File: src/rtl/nnm_pkg.sv
// Package with the types, character codes and tables of the note name parser.
package nnm_pkg;

    typedef enum logic [3:0] {
        PH_LETTER,
        PH_AFTER,
        PH_I,
        PH_IS,
        PH_ISI,
        PH_E,
        PH_ES,
        PH_ESE,
        PH_MARKS,
        PH_ERROR
    } t_phase;

    typedef struct packed {
        logic              valid;
        logic              ok;
        logic [2:0]        letter;
        logic signed [2:0] acc;
        logic signed [5:0] oct;
    } t_token;

    localparam logic [7:0] CH_A     = 8'h61;
    localparam logic [7:0] CH_G     = 8'h67;
    localparam logic [7:0] CH_I     = 8'h69;
    localparam logic [7:0] CH_E     = 8'h65;
    localparam logic [7:0] CH_S     = 8'h73;
    localparam logic [7:0] CH_APOS  = 8'h27;
    localparam logic [7:0] CH_COMMA = 8'h2c;

    localparam logic signed [5:0] OCT_MAX   = 6'sd31;
    localparam logic signed [5:0] OCT_MIN   = 6'sb100000;
    localparam logic signed [5:0] OCT_RESET = 6'sd3;

    function automatic logic [2:0] letter_of_char(input logic [7:0] c);
        logic [2:0] s;
        case (c)
            8'h61:   s = 3'd5;
            8'h62:   s = 3'd6;
            8'h63:   s = 3'd0;
            8'h64:   s = 3'd1;
            8'h65:   s = 3'd2;
            8'h66:   s = 3'd3;
            8'h67:   s = 3'd4;
            default: s = 3'd0;
        endcase
        return s;
    endfunction

    function automatic logic [3:0] semitone_of_step(input logic [2:0] step);
        logic [3:0] s;
        case (step)
            3'd0:    s = 4'd0;
            3'd1:    s = 4'd2;
            3'd2:    s = 4'd4;
            3'd3:    s = 4'd5;
            3'd4:    s = 4'd7;
            3'd5:    s = 4'd9;
            3'd6:    s = 4'd11;
            default: s = 4'd0;
        endcase
        return s;
    endfunction

endpackage

File: src/rtl/nnm_if.sv
// Channel interfaces for the note name bytes and the pitch results.
interface nnm_in_if;
    logic       valid;
    logic       ready;
    logic [7:0] char_code;
    logic       end_of_token;

    modport source (output valid, output char_code, output end_of_token, input ready);
    modport sink (input valid, input char_code, input end_of_token, output ready);
endinterface

interface nnm_out_if;
    logic              valid;
    logic              ready;
    logic              valid_res;
    logic [2:0]        step_index;
    logic signed [2:0] accidental;
    logic signed [5:0] octave;
    logic signed [9:0] midi_number;
    logic signed [8:0] staff_step;

    modport source (output valid, output valid_res, output step_index, output accidental,
                    output octave, output midi_number, output staff_step, input ready);
    modport sink (input valid, input valid_res, input step_index, input accidental,
                  input octave, input midi_number, input staff_step, output ready);
endinterface

File: src/rtl/nnm_parser.sv
// Input register and per-byte parser state machine of the note name parser.
module nnm_parser
    import nnm_pkg::*;
(
    input  logic   i_clk,
    input  logic   i_rst_n,
    nnm_in_if.sink i_in,
    input  logic   i_take,
    output t_token o_tok
);

    typedef struct packed {
        t_phase            phase;
        logic signed [5:0] oct;
    } t_mark;

    function automatic t_mark take_mark(input logic [7:0] c, input logic signed [5:0] oct);
        t_mark m;
        m.oct = oct;
        if (c == CH_APOS) begin
            if (oct != OCT_MAX) m.oct = oct + 6'sd1;
            m.phase = PH_MARKS;
        end else if (c == CH_COMMA) begin
            if (oct != OCT_MIN) m.oct = oct - 6'sd1;
            m.phase = PH_MARKS;
        end else begin
            m.phase = PH_ERROR;
        end
        return m;
    endfunction

    logic              r_in_valid;
    logic [7:0]        r_in_char;
    logic              r_in_eot;
    t_phase            r_phase;
    logic [2:0]        r_letter;
    logic signed [2:0] r_acc;
    logic signed [5:0] r_oct;

    t_phase            n_phase;
    logic [2:0]        n_letter;
    logic signed [2:0] n_acc;
    logic signed [5:0] n_oct;
    t_mark             w_mark;
    logic              w_fire;

    assign w_fire     = r_in_valid && (!r_in_eot || i_take);
    assign i_in.ready = !r_in_valid || w_fire;

    always_ff @(posedge i_clk) begin
        if (!i_rst_n) begin
            r_in_valid <= 1'b0;
        end else if (i_in.ready) begin
            r_in_valid <= i_in.valid;
        end
        if (i_in.ready) begin
            r_in_char <= i_in.char_code;
            r_in_eot  <= i_in.end_of_token;
        end
    end

    always_comb begin
        w_mark   = take_mark(r_in_char, r_oct);
        n_phase  = r_phase;
        n_letter = r_letter;
        n_acc    = r_acc;
        n_oct    = r_oct;
        case (r_phase)
            PH_LETTER: begin
                if (r_in_char >= CH_A && r_in_char <= CH_G) begin
                    n_letter = letter_of_char(r_in_char);
                    n_phase  = PH_AFTER;
                end else begin
                    n_phase = PH_ERROR;
                end
            end
            PH_AFTER: begin
                if (r_in_char == CH_I) begin
                    n_phase = PH_I;
                end else if (r_in_char == CH_E) begin
                    n_phase = PH_E;
                end else begin
                    n_phase = w_mark.phase;
                    n_oct   = w_mark.oct;
                end
            end
            PH_I: begin
                if (r_in_char == CH_S) begin
                    n_acc   = 3'sd1;
                    n_phase = PH_IS;
                end else begin
                    n_phase = PH_ERROR;
                end
            end
            PH_IS: begin
                if (r_in_char == CH_I) begin
                    n_phase = PH_ISI;
                end else begin
                    n_phase = w_mark.phase;
                    n_oct   = w_mark.oct;
                end
            end
            PH_ISI: begin
                if (r_in_char == CH_S) begin
                    n_acc   = 3'sd2;
                    n_phase = PH_MARKS;
                end else begin
                    n_phase = PH_ERROR;
                end
            end
            PH_E: begin
                if (r_in_char == CH_S) begin
                    n_acc   = -3'sd1;
                    n_phase = PH_ES;
                end else begin
                    n_phase = PH_ERROR;
                end
            end
            PH_ES: begin
                if (r_in_char == CH_E) begin
                    n_phase = PH_ESE;
                end else begin
                    n_phase = w_mark.phase;
                    n_oct   = w_mark.oct;
                end
            end
            PH_ESE: begin
                if (r_in_char == CH_S) begin
                    n_acc   = -3'sd2;
                    n_phase = PH_MARKS;
                end else begin
                    n_phase = PH_ERROR;
                end
            end
            PH_MARKS: begin
                n_phase = w_mark.phase;
                n_oct   = w_mark.oct;
            end
            default: begin
                n_phase = PH_ERROR;
            end
        endcase
    end

    always_comb begin
        o_tok.valid  = r_in_valid && r_in_eot;
        o_tok.ok     = n_phase inside {PH_AFTER, PH_IS, PH_ES, PH_MARKS};
        o_tok.letter = n_letter;
        o_tok.acc    = n_acc;
        o_tok.oct    = n_oct;
    end

    always_ff @(posedge i_clk) begin
        if (!i_rst_n) begin
            r_phase  <= PH_LETTER;
            r_letter <= 3'd0;
            r_acc    <= 3'sd0;
            r_oct    <= OCT_RESET;
        end else if (w_fire) begin
            if (r_in_eot) begin
                r_phase  <= PH_LETTER;
                r_letter <= 3'd0;
                r_acc    <= 3'sd0;
                r_oct    <= OCT_RESET;
            end else begin
                r_phase  <= n_phase;
                r_letter <= n_letter;
                r_acc    <= n_acc;
                r_oct    <= n_oct;
            end
        end
    end

endmodule

File: src/rtl/nnm_result.sv
// Result register that turns a finished note name into MIDI and staff numbers.
module nnm_result
    import nnm_pkg::*;
(
    input  logic      i_clk,
    input  logic      i_rst_n,
    input  t_token    i_tok,
    output logic      o_take,
    nnm_out_if.source o_out
);

    logic              r_valid;
    logic              r_valid_res;
    logic [2:0]        r_step;
    logic signed [2:0] r_acc;
    logic signed [5:0] r_oct;
    logic signed [9:0] r_midi;
    logic signed [8:0] r_staff;

    logic signed [9:0] w_oct10;
    logic signed [9:0] w_semi10;
    logic signed [9:0] w_acc10;
    logic signed [9:0] w_midi;
    logic signed [8:0] w_oct9;
    logic signed [8:0] w_step9;
    logic signed [8:0] w_staff;

    assign o_take = !r_valid || o_out.ready;

    always_comb begin
        w_oct10  = {{4{i_tok.oct[5]}}, i_tok.oct};
        w_semi10 = {6'b0, semitone_of_step(i_tok.letter)};
        w_acc10  = {{7{i_tok.acc[2]}}, i_tok.acc};
        w_midi   = (w_oct10 + 10'sd1) * 10'sd12 + w_semi10 + w_acc10;
        w_oct9   = {{3{i_tok.oct[5]}}, i_tok.oct};
        w_step9  = {6'b0, i_tok.letter};
        w_staff  = w_oct9 * 9'sd7 + w_step9;
    end

    always_ff @(posedge i_clk) begin
        if (!i_rst_n) begin
            r_valid <= 1'b0;
        end else if (o_take) begin
            r_valid <= i_tok.valid;
        end
        if (o_take && i_tok.valid) begin
            r_valid_res <= i_tok.ok;
            if (i_tok.ok) begin
                r_step  <= i_tok.letter;
                r_acc   <= i_tok.acc;
                r_oct   <= i_tok.oct;
                r_midi  <= w_midi;
                r_staff <= w_staff;
            end else begin
                r_step  <= 3'd0;
                r_acc   <= 3'sd0;
                r_oct   <= 6'sd0;
                r_midi  <= 10'sd0;
                r_staff <= 9'sd0;
            end
        end
    end

    assign o_out.valid       = r_valid;
    assign o_out.valid_res   = r_valid_res;
    assign o_out.step_index  = r_step;
    assign o_out.accidental  = r_acc;
    assign o_out.octave      = r_oct;
    assign o_out.midi_number = r_midi;
    assign o_out.staff_step  = r_staff;

endmodule

File: src/rtl/note_name_parser_to_midi.sv
// Top level of the Dutch note name to MIDI parser.
// The input channel carries one byte of a note name per beat, with
// end_of_token set on the last byte of the name. The output channel carries
// one result beat per name: valid_res, the step, the accidental, the octave,
// the MIDI number and the diatonic staff step. Bytes other than the last
// produce no output beat.
// A byte is registered at the input, then the parser state machine and the
// pitch arithmetic run in one pass into the output register.
// One byte is accepted every cycle while no last byte waits for the result
// register; the parser state is updated once per byte.
// When the receiver stalls, the result register holds its beat; bytes that do
// not end a name keep flowing, and a last byte waits in the input register
// until the result register is free.
// Synchronous active-low reset empties both registers and returns the parser
// to expect a note letter at octave three.
module note_name_parser_to_midi
    import nnm_pkg::*;
(
    input  logic      i_clk,
    input  logic      i_rst_n,
    nnm_in_if.sink    i_in,
    nnm_out_if.source o_out
);

    t_token w_tok;
    logic   w_take;

    nnm_parser u_parser (
        .i_clk   (i_clk),
        .i_rst_n (i_rst_n),
        .i_in    (i_in),
        .i_take  (w_take),
        .o_tok   (w_tok)
    );

    nnm_result u_result (
        .i_clk   (i_clk),
        .i_rst_n (i_rst_n),
        .i_tok   (w_tok),
        .o_take  (w_take),
        .o_out   (o_out)
    );

endmodule

File: src/flat_wrapper.sv
// flat-port wrapper written by rule: the top's interface ports become plain ports
module note_name_parser_to_midi_flat import nnm_pkg::*;
  (i_clk, i_rst_n, i_in_valid, i_in_char_code, i_in_end_of_token, i_in_ready, o_out_valid, o_out_valid_res, o_out_step_index, o_out_accidental, o_out_octave, o_out_midi_number, o_out_staff_step, o_out_ready);
  nnm_in_if i_in_i ();
  nnm_out_if o_out_i ();
  input  logic i_clk;
  input  logic i_rst_n;
  input wire logic [$bits(i_in_i.valid)-1:0] i_in_valid;
  input wire logic [$bits(i_in_i.char_code)-1:0] i_in_char_code;
  input wire logic [$bits(i_in_i.end_of_token)-1:0] i_in_end_of_token;
  output wire logic [$bits(i_in_i.ready)-1:0] i_in_ready;
  output wire logic [$bits(o_out_i.valid)-1:0] o_out_valid;
  output wire logic [$bits(o_out_i.valid_res)-1:0] o_out_valid_res;
  output wire logic [$bits(o_out_i.step_index)-1:0] o_out_step_index;
  output wire logic [$bits(o_out_i.accidental)-1:0] o_out_accidental;
  output wire logic [$bits(o_out_i.octave)-1:0] o_out_octave;
  output wire logic [$bits(o_out_i.midi_number)-1:0] o_out_midi_number;
  output wire logic [$bits(o_out_i.staff_step)-1:0] o_out_staff_step;
  input wire logic [$bits(o_out_i.ready)-1:0] o_out_ready;
  assign i_in_i.valid = i_in_valid;
  assign i_in_i.char_code = i_in_char_code;
  assign i_in_i.end_of_token = i_in_end_of_token;
  assign i_in_ready = i_in_i.ready;
  assign o_out_valid = o_out_i.valid;
  assign o_out_valid_res = o_out_i.valid_res;
  assign o_out_step_index = o_out_i.step_index;
  assign o_out_accidental = o_out_i.accidental;
  assign o_out_octave = o_out_i.octave;
  assign o_out_midi_number = o_out_i.midi_number;
  assign o_out_staff_step = o_out_i.staff_step;
  assign o_out_i.ready = o_out_ready;
  note_name_parser_to_midi u_core (.i_clk(i_clk), .i_rst_n(i_rst_n), .i_in(i_in_i), .o_out(o_out_i));
endmodule
File: config.mk
export PLATFORM = sky130hd
export DESIGN_NAME = note_name_parser_to_midi_flat
export DESIGN_NICKNAME = d
export VERILOG_FILES = /design/src/rtl/nnm_pkg.sv /design/src/rtl/nnm_if.sv /design/src/rtl/nnm_parser.sv /design/src/rtl/nnm_result.sv /design/src/rtl/note_name_parser_to_midi.sv /design/src/flat_wrapper.sv
export SDC_FILE = /design/constraint.sdc
export NUM_CORES = 1
export LEC_CHECK = 0
export BUFFER_PORTS_ARGS = -buffer_cell sky130_fd_sc_hd__buf_2
export CAP_MARGIN = 10
export CORE_ASPECT_RATIO = 1.25
export CORE_MARGIN = 2
export CORE_UTILIZATION = 50
export CTS_CLUSTER_DIAMETER = 100
export CTS_CLUSTER_SIZE = 14
export DETAILED_ROUTE_END_ITERATION = 10
export PLACE_DENSITY = 0.69
export RECOVER_POWER = 50
export SLEW_MARGIN = 20
export SYNTH_ARGS = -nofsm -noshare
export SYNTH_HDL_FRONTEND = slang
export SYNTH_SLANG_ARGS = --single-unit
File: constraint.sdc
create_clock -name i_clk -period 6.7 [get_ports i_clk]
set_clock_uncertainty 0.05 [all_clocks]
set_input_delay 1.34 -clock i_clk [delete_from_list [all_inputs] [get_ports i_clk]]
set_output_delay 1.34 -clock i_clk [all_outputs]
set_load 0.03 [all_outputs]
== Yosys cells after proc, flatten, opt, wreduce, memory -nomap -nowiden ==
Cells that the tools add are included.

* Reduce and logical (&&, ||, !) cells: 13
* Order comparisons: 2
* Add/sub/neg operators: 6
* Multiplexer cells: 31
* Multipliers: 2
* Equality and inequality tests: 30

{| class="wikitable"
|+ Operator list
! operator !! number
|-
| $eq A8 B7 Y1 const B || 8
|-
| $mux W6 || 7
|-
| $mux W4 || 8
|-
| $pmux W4 S8 || 1
|-
| $mux W3 || 8
|-
| $pmux W4 S6 || 1
|-
| $pmux W6 S4 || 1
|-
| $eq A4 B3 Y1 const B || 5
|-
| $pmux W3 S6 || 1
|-
| $eq A8 B6 Y1 const B || 2
|-
| $eq A4 B2 Y1 const B || 3
|-
| $ne A6 B6 Y1 const B || 2
|-
| $pmux W3 S4 || 1
|-
| $add A10 B3 Y10 || 1
|-
| $add A10 B5 Y10 || 1
|-
| $add A9 B4 Y9 || 1
|-
| $eq A3 B3 Y1 const B || 3
|-
| $mul A6 B4 Y9 const B || 1
|-
| $eq A4 B1 Y1 const B || 2
|-
| $eq A4 B4 Y1 const B || 2
|-
| $ge A8 B7 Y1 const B || 1
|-
| $le A8 B7 Y1 const B || 1
|-
| $mul A7 B3 Y8 const B || 1
|-
| $add A6 B2 Y7 const B || 1
|-
| other kinds (12) || 21
|}

* Output and inout port bits: 34
* Bits of input ports: 13
* Flip-flop bits (word level): 59
* Word-level logic and storage cells: 98

== Depth between registers and ports, before layout ==
Gate-level depths: netlist (run 1).

* Depth in word-level cells: 11
* Gate-level depth with buffers: 25
* Mapped depth without buffers: 24

== Modules after synthesis ==
A second synthesis (run 1) with hierarchy kept.

* Cell total of the unflattened synthesis: 470
* Area total of the unflattened synthesis: 4593.2 um^2

{| class="wikitable"
|+ Modules (own cells, without submodules)
! module !! area each (um^2) !! instances !! sequential area each (um^2) !! cells an instance
|-
| nnm_result || 2623.8 || 1 || 980.9 || 231
|-
| nnm_parser || 1969.4 || 1 || 610.6 || 239
|}

== Worst setup path after synthesis (run 1) ==
No wires, ideal clock.

* Kind: flip-flop to flip-flop
* From: register u_core.u_parser.r_in_char[2]
* To: register u_core.u_result.r_midi[8] (netlist: u_core.u_result.o_out.midi_number[8]), data pin
* Library setup time: 0.168 ns
* Slack: 1.813 ns
* Arrival: 4.669 ns
* Stages on the path, launching flop included: 20
* Path buffers: 1
* Clock period less this slack: 4.887 ns
* Data required time: 6.482 ns
* Cell sequence: edfxtp_1 clkbuf_1 or3b_2 a211oi_1 o211a_1 nor3_1 nor2_2 inv_1 ha_1 xnor2_1 ha_1 ha_1 a31o_2 a21oi_1 xnor2_1 ha_1 ha_1 or2_2 and3_1 a211oi_1

* Longest elaborated chain between the ends: 10
* Elaborated cells between the ends (all ways): 53
* Classes of those cells: 3 x add/sub; 1 x mul; 2 x order compare; 20 x eq/ne; 25 x mux; 2 x reduce/logical

{| class="wikitable"
|+ Ends and longest elaborated chain
! what !! line !! RTL
|-
| start: declaration || nnm_parser.sv:33 || <nowiki>logic [7:0] r_in_char;</nowiki>
|-
| start signal: assignment || nnm_parser.sv:57 || <nowiki>r_in_char <= i_in.char_code;</nowiki>
|-
| $eq A8 B6 Y1 || nnm_parser.sv:23 || <nowiki>end else if (c == CH_COMMA) begin</nowiki>
|-
| $mux W6 || nnm_parser.sv:23 ||
|-
| $mux W7 || nnm_parser.sv:20 || <nowiki>if (c == CH_APOS) begin</nowiki>
|-
| $mux W6 || nnm_parser.sv:80, nnm_parser.sv:120 ||
|-
| $mux W6 || nnm_parser.sv:78 || <nowiki>if (r_in_char == CH_I) begin</nowiki>
|-
| $pmux W6 S4 * || nnm_parser.sv:68 || <nowiki>case (r_phase)</nowiki>
|-
| named net u_core.u_parser.n_oct[0] || nnm_parser.sv:43 || <nowiki>logic signed [5:0] n_oct;</nowiki>
|-
| $add A6 B2 Y7 * || nnm_result.sv:34 || <nowiki>w_midi = (w_oct10 + 10'sd1) * 10'sd12 + w_semi10 + w_acc10;</nowiki>
|-
| $mul A7 B3 Y8 * || nnm_result.sv:34 ||
|-
| $add A10 B5 Y10 * || nnm_result.sv:34 ||
|-
| $add A10 B3 Y10 * || nnm_result.sv:34 ||
|-
| end signal: assignment || nnm_result.sv:52 || <nowiki>r_midi <= w_midi;</nowiki>
|-
| end: declaration || nnm_result.sv:17 || <nowiki>logic signed [9:0] r_midi;</nowiki>
|}

The timed path passes the listed nets; every way through them passes the cells marked *.
A chain may end at the register's enable or synchronous reset.

== Worst setup path in the final report (run 1) ==
* From: register u_core.u_parser.r_in_char[3]
* To: register u_core.u_result.r_midi[9] (netlist: u_core.u_result.o_out.midi_number[9]), data pin

The elaborated chain is that of the path after synthesis.

==> metrics.txt, run 1 <==
f_max 175 MHz; power per cell area 189 nW/um^2; fin. max-slew vios 34; Via density 5.80; Site Rows 39; Final Hold Fails 0; share of post-route cells with drive strength above 1 14.0%; Clock Latency Late Sink 340 ps; FF+latch count, synth 59; WS Path Type register to register; minimum clock period 5710 ps; Critical Path End Type register; Synth top area share 26.2%; die height 112 um; Sequential Area 1590 sq um; commonest non-fill, non-tap cells in the layout 47 x ha_1, 41 x a21oi_1, 41 x edfxtp_1; DP HPWL 7940 um; Setup-failing EPs final 0; WHS 512 ps; critical path, cell by cell nand4bb_2 -> nor3_1 -> o311ai_2 -> o21ai_0 -> a22oi_1 -> inv_1 -> ha_1 -> nand2_1 -> xnor2_1 -> ha_1 -> ha_1 -> a21o_1 -> a21oi_1 -> xnor2_1 -> ha_1 -> ha_1 -> or2_2 -> a21o_1 -> a22oi_1; core area 9130 sq um; # IOs 47; Port Buffers 46; cell mode on critical path ha_1; Layout fillers 807; synthesis-to-finish area growth 12.9%; Final period util 85.2%; Mapped Cells 487; initial antenna violation count 0; DRC viols 0; setup bufs post-CTS 0; vias in the first global route 3560; worst slew pin tran 1750 ps; DR vias 3782; Placer Congestion 0.898; Avg WL per Cell 16.0 um; sequential-to-total area share from yosys stat 33.8%; Maximum Capacitance Violations 1; H-tree lvl count 3; RSZ-0062 raised after global routing false; CTS clock-pin slew for the worst setup and hold paths 60 ps; synthesized cell area 4700 sq um; TritonCTS clock tree built; P_leak 2.26 nW; Worst IR Drop VDD 142 uV; slew margin rel. -16.5%; status finished with violations; Root Buffer clkbuf_16; Syn Nets 556; CP Launch Type register; WP data arrival 5830 ps; clock sink count 59; Yosys top cell by area edfxtp_1; multi-input logic area 2860 sq um; first-pass GRT wire length 17100 um; Setup TNS 0 ps; drt pass-1 iters 5; Top FF cell, synth edfxtp_1; largest net degree at the start of global routing 34; commonest non-fill, non-tap cell in the layout ha_1; asr flop ratio synth 0%; Post-CTS Hold Buffers 0; Num CTS Buffers 9; initial DRC count 135; worst path required time 6820 ps; Die X 90.7 um; slowest CP cell o311ai_2; # nets final 593; Hold Path Class register to register; Starting Density 51.5%; Ant. Diodes 0; CTS Buffer Depth 2; number of flops mapped to enable cells by yosys 41; DRT antenna net count 0; PostCTS Resize Cnt 0; Synth area leaders edfxtp_1 26%, ha_1 13%, dfxtp_1 7.7%; Slowest Stage Delay on Critical Path 640 ps; failing checks capacitance limit, slew limit; Congestion Overflow GR 0; crit path max fanout 16; Avg Cell Area, Syn 9.66 sq um; YS warnings 0; post-synth cell types 71; DRT Wirelength 10400 um; Die ar. 10200 sq um; GRT Total Usage 21.2%
==> power by group <==
| group | switching, mW | leakage (nW) | internal, mW |
|---|---|---|---|
| clock network | 0.179 | 0.149 | 0.328 |
| logic | 0.0548 | 1.56 | 0.0288 |
| registers | 0.0107 | 0.551 | 0.400 |
| total | 0.244 | 2.26 | 0.757 |
==> critical path, delay by kind of cell (launching register included) <==
kind            cells  cell delay (ps)
compound gates      7             2170
buf+inv             1              150
flops               1              590
fa+ha+maj           5             1500
xor+xnor            2              310
simple gates        4              770
==> metrics by stage <==
step | std cells | power [mW] | instance area, sq um | util, % | worst slack (ps)
2_1_floorplan | 487 | 0.479 | 4700 | - | 1810
3_5_place_dp | 636 | 0.502 | 5010 | 54.9 | 1050
3_3_place_gp | 636 | 0.501 | 5010 | 54.9 | 1060
6_report | 652 | 1.00 | 5310 | 58.2 | 989
4_1_cts | 652 | 1.01 | 5330 | 58.4 | 1000
5_1_grt | 652 | 1.03 | 5310 | 58.2 | 536
==> path summary, 6_finish.rpt <==
kind,startpoint,to,slack [ps],cells past startpoint
max,u_core.u_parser.r_in_char[3],u_core.u_result.o_out.midi_number[9],990,19
min,u_core.u_result.o_out.valid,u_core.u_result.o_out.valid,510,2
max reg2reg,u_core.u_parser.r_in_char[3],u_core.u_result.o_out.midi_number[9],990,19
min reg2reg,u_core.u_result.o_out.valid,u_core.u_result.o_out.valid,510,2
==> flip-flops by register name, indices dropped and copies added (netlist names) <==
name                               flops
u_core.u_parser.r_acc                  3
u_core.u_parser.r_letter               3
u_core.u_result.o_out.staff_step       9
u_core.u_result.o_out.valid            1
u_core.u_result.o_out.midi_number     10
u_core.u_result.o_out.valid_res        1
u_core.u_parser.r_in_char              8
u_core.u_parser.r_in_eot               1
u_core.u_parser.r_in_valid             1
u_core.u_result.o_out.step_index       3
u_core.u_result.o_out.accidental       3
u_core.u_parser.r_phase                4
u_core.u_parser.r_oct                  6
u_core.u_result.o_out.octave           6
==> cells in the mapped netlist, types with 3 or more instances <==
master / instances
ha_1: 47
a21oi_1: 41
edfxtp_1: 41
inv_1: 38
o21ai_0: 26
nand2_1: 25
nor2_1: 20
clkbuf_1: 18
dfxtp_1: 18
a21boi_0: 16
xnor2_1: 14
nor2b_1: 12
nand3_1: 10
nor3_1: 10
a21o_1: 9
a22oi_1: 9
fa_1: 9
nand2b_1: 9
xor2_1: 8
and2_1: 7
nand4_1: 6
o21a_1: 6
a211oi_1: 5
and3_1: 4
buf_2: 4
o21bai_1: 4
a211o_1: 3
a31oi_1: 3
mux2i_4: 3
nor4_1: 3
o31ai_1: 3
or2_2: 3
==> layout make-up <==
cell class | count | share of cell area [%]
flip-flops and latches | 59 | 30.0
well taps | 123 | 2.90
multi-input cells | 366 | 53.8
clock inverters | 7 | 1.89
inverters | 38 | 2.69
repair buffers | 50 | 4.46
clock buffers | 9 | 4.24
==> per-layer routing <==
metal	vias to the layer above	track usage [%]	share of wire (%)
met5	-	0	0
met1	1738	25.0	42
met3	25	2.82	5.7
li1	1879	-	-
met2	140	37.5	50
met4	0	11.6	2.6
==> cell families after synthesis <==
| family | share of synthesized area, % |
|---|---|
| XOR/XNOR | 4.58 |
| AO/OA/AOI/OAI | 20.9 |
| adder cells (fa/ha/maj) | 16.3 |
| flip-flops | 33.8 |
| multiplexers | 2.45 |
| buffers and inverters | 5.43 |
| AND/OR/NAND/NOR | 16.5 |
No activity file was read; power rests on OpenSTA's default activity.
==> inputs of run 2 (changes only) <==
Settings changed: HOLD_SLACK_MARGIN from default to 0.05, RECOVER_POWER 50 to default.
Clock period 6.7 ns to 5.95 ns, I/O delays scaled along.
==> run 2 against run 1 <==
Against the previous run: the run now ends clean; maximum frequency rose by 5.0%; wire length is 2.0% lower; global-route usage is 0.12 points higher; total power increased by 5.6%; cell count up 0.61%; worst hold slack worse by 33 ps; setup slack lost 480 ps; clock-buffer cell count did not move; largest cell class unchanged.
==> metrics.txt, run 2 (synthesized netlist as in run 1, its figures left out) <==
status finished clean; drt pass-1 iters 5 (unchanged); commonest non-fill, non-tap cell in the layout ha_1; WP data arrival 5550 ps (-280 ps); Num CTS Buffers 9 (unchanged); Clock Power Share 47.4% (-3.2 points); Worst IR Drop VDD 149 uV (+5.5%); worst r2r src u_core.u_parser.r_oct[0]; Ant. Diodes 0 (unchanged); H-tree lvl count 3 (unchanged); fin. max-slew vios 0 (-100%); Setup-failing EPs final 0 (unchanged); Congestion Overflow GR 0 (unchanged); initial DRC count 129 (-4.4%); cell mode on critical path ha_1; sequential fraction of design power 43.7% (+2.6 points); crit path max fanout 10 (-6); minimum clock period 5440 ps (-273 ps); cell total after placement 640 (+0.63%); share of post-route cells with drive strength above 1 17.4% (+3.5 points); Power Total 1.06 mW (+5.6%); slowest CP cell dfxtp_1; non-filler cells, final 656 (+0.61%); largest net degree at the start of global routing 34 (unchanged); Clock Latency Late Sink 340 ps (about the same); Switching Fraction 24.2% (-0.24 points); Worst R2R Path Depth 20 (+1); Site Rows 39 (unchanged); Worst Path Buf+Inv 2 (+1); core area 9130 sq um (unchanged); worst path required time 6060 ps (-760 ps); Starting Density 51.5% (unchanged); critical path, cell by cell inv_1 -> ha_1 -> and2_1 -> a21boi_0 -> o211ai_1 -> o21a_1 -> nor2_2 -> inv_1 -> ha_1 -> xnor2_1 -> ha_1 -> ha_1 -> a31o_2 -> a21oi_1 -> xnor2_1 -> ha_1 -> ha_1 -> or2_2 -> and3_1 -> a211oi_1; f_max 184 MHz (+5.0%); DRT antenna net count 0 (unchanged); Internal 0.802 mW (+5.9%); # nets final 597 (+0.67%); DRC viols 0 (unchanged); Placer Congestion 0.951 (+5.9%); initial antenna violation count 0 (unchanged); Largest register FFs 10 (unchanged); Reg2Reg Setup Slack 510 ps (-480 ps); worst slew pin tran 1020 ps (-730 ps); Die ar. 10200 sq um (unchanged); vias in the first global route 3580 (+0.56%); die height 112 um (unchanged); Setup TNS 0 ps (unchanged); Reg2Reg Capture Point u_core.u_result.o_out.midi_number[8]; Critical path origin u_core.u_parser.r_oct[0]; # IOs 47 (unchanged); Final Hold Fails 0 (unchanged); power per cell area 198 nW/um^2 (+5.2%); Place WS 569 ps (-480 ps); Worst Hold End u_core.u_result.o_out.valid; Root Buffer clkbuf_16; TritonCTS clock tree built; Post-CTS Hold Buffers 0 (unchanged); DP HPWL 7790 um (-1.9%); fin worst setup slack 512 ps (-477 ps); Hold Path Class register to register; RSZ-0062 raised after global routing false; cell family with most CP delay adder cells; GRT Total Usage 21.4% (+0.12 points); Avg WL per Cell 15.6 um (-2.6%); CTS clock-pin slew for the worst setup and hold paths 50 ps (about the same); CTS Buffer Depth 2 (unchanged); first-pass GRT wire length 17100 um (unchanged); worst hold start u_core.u_result.o_out.valid; synthesis-to-finish area growth 13.3%; P_leak 2.32 nW (+2.9%); slew margin rel. 32.2% (+49 points); clock sink count 59 (unchanged); Maximum Capacitance Violations 0 (-1); setup bufs post-CTS 0 (unchanged); CP Launch Type register; Critical Path End Type register; Slowest Stage Delay on Critical Path 550 ps (-90 ps); DR vias 3744 (-1.0%); Die X 90.7 um (unchanged); hold depth 2 (unchanged); DRT Wirelength 10200 um (-2.0%); Psw 0.255 mW (+4.6%); Final period util 91.4% (+6.2 points); WS Path Type register to register; Via density 5.71 (-1.6%); WHS 479 ps (-33.1 ps); Port Buffers 46 (unchanged); Comb power frac 8.9% (+0.5 points); commonest non-fill, non-tap cells in the layout 47 x ha_1, 46 x buf_2, 41 x a21oi_1, 41 x edfxtp_1, 38 x inv_1
==> run 2: worst reg2reg max path: stages (launching register included) <==
cell      delay, ps
dfxtp_1         550
inv_1           150
ha_1            230
and2_1          200
a21boi_0        180
o211ai_1        220
o21a_1          280
nor2_2          250
inv_1           160
ha_1            280
xnor2_1         260
ha_1            300
ha_1            300
a31o_2          230
a21oi_1         210
xnor2_1         150
ha_1            250
ha_1            330
or2_2           290
and3_1          180
a211oi_1        210
==> run 2: metrics by stage <==
stage / instance area (sq um) / utilization [%]
final: 5330 / 58.4
after CTS: 5320 / 58.3
after detailed placement: 5040 / 55.2
after global placement: 5040 / 55.2
after global routing: 5330 / 58.4
after floorplan: 4700 / -
==> run 2: cell type report <==
type | count | area, sq um
Clock buffer | 9 | 225
Clock inverter | 7 | 58.8
Fill cell | 787 | 3800
Inverter | 38 | 143
Multi-Input combinational cell | 366 | 2860
Sequential cell | 59 | 1590
Tap cell | 123 | 154
Timing Repair Buffer | 54 | 290
==> run 2: repair_timing <==
action,CTS,global route
gates resized for setup,0,1
setup endpoints to repair,0,1
hold endpoints to repair,0,0
==> run 2: worst max path at each step <==
stage                                           endpoint  cells after the start
CTS                 u_core.u_result.o_out.midi_number[8]                     18
finish              u_core.u_result.o_out.midi_number[8]                     20
global route        u_core.u_result.o_out.midi_number[9]                     19
global placement    u_core.u_result.o_out.midi_number[8]                     18
detailed placement  u_core.u_result.o_out.midi_number[8]                     18
floorplan           u_core.u_result.o_out.midi_number[8]                     19
==> run 2: routing by layer <==
metal	global-route usage, %	up-vias	part of all wire, %
met5	0	-	0
met4	8.72	0	1.6
met3	3.83	15	4.2
met2	37.1	97	51
met1	26.2	1752	43
li1	-	1880	-
==> run 2: power groups by stage <==
stage / Clock (mW) / Sequential, mW / Combinational, mW
6_report: 0.501 / 0.462 / 0.0939
5_1_grt: 0.527 / 0.464 / 0.104
4_1_cts: 0.508 / 0.462 / 0.0940
3_3_place_gp: 0 / 0.470 / 0.0927
3_5_place_dp: 0 / 0.470 / 0.0935
2_1_floorplan: 0 / 0.476 / 0.0629
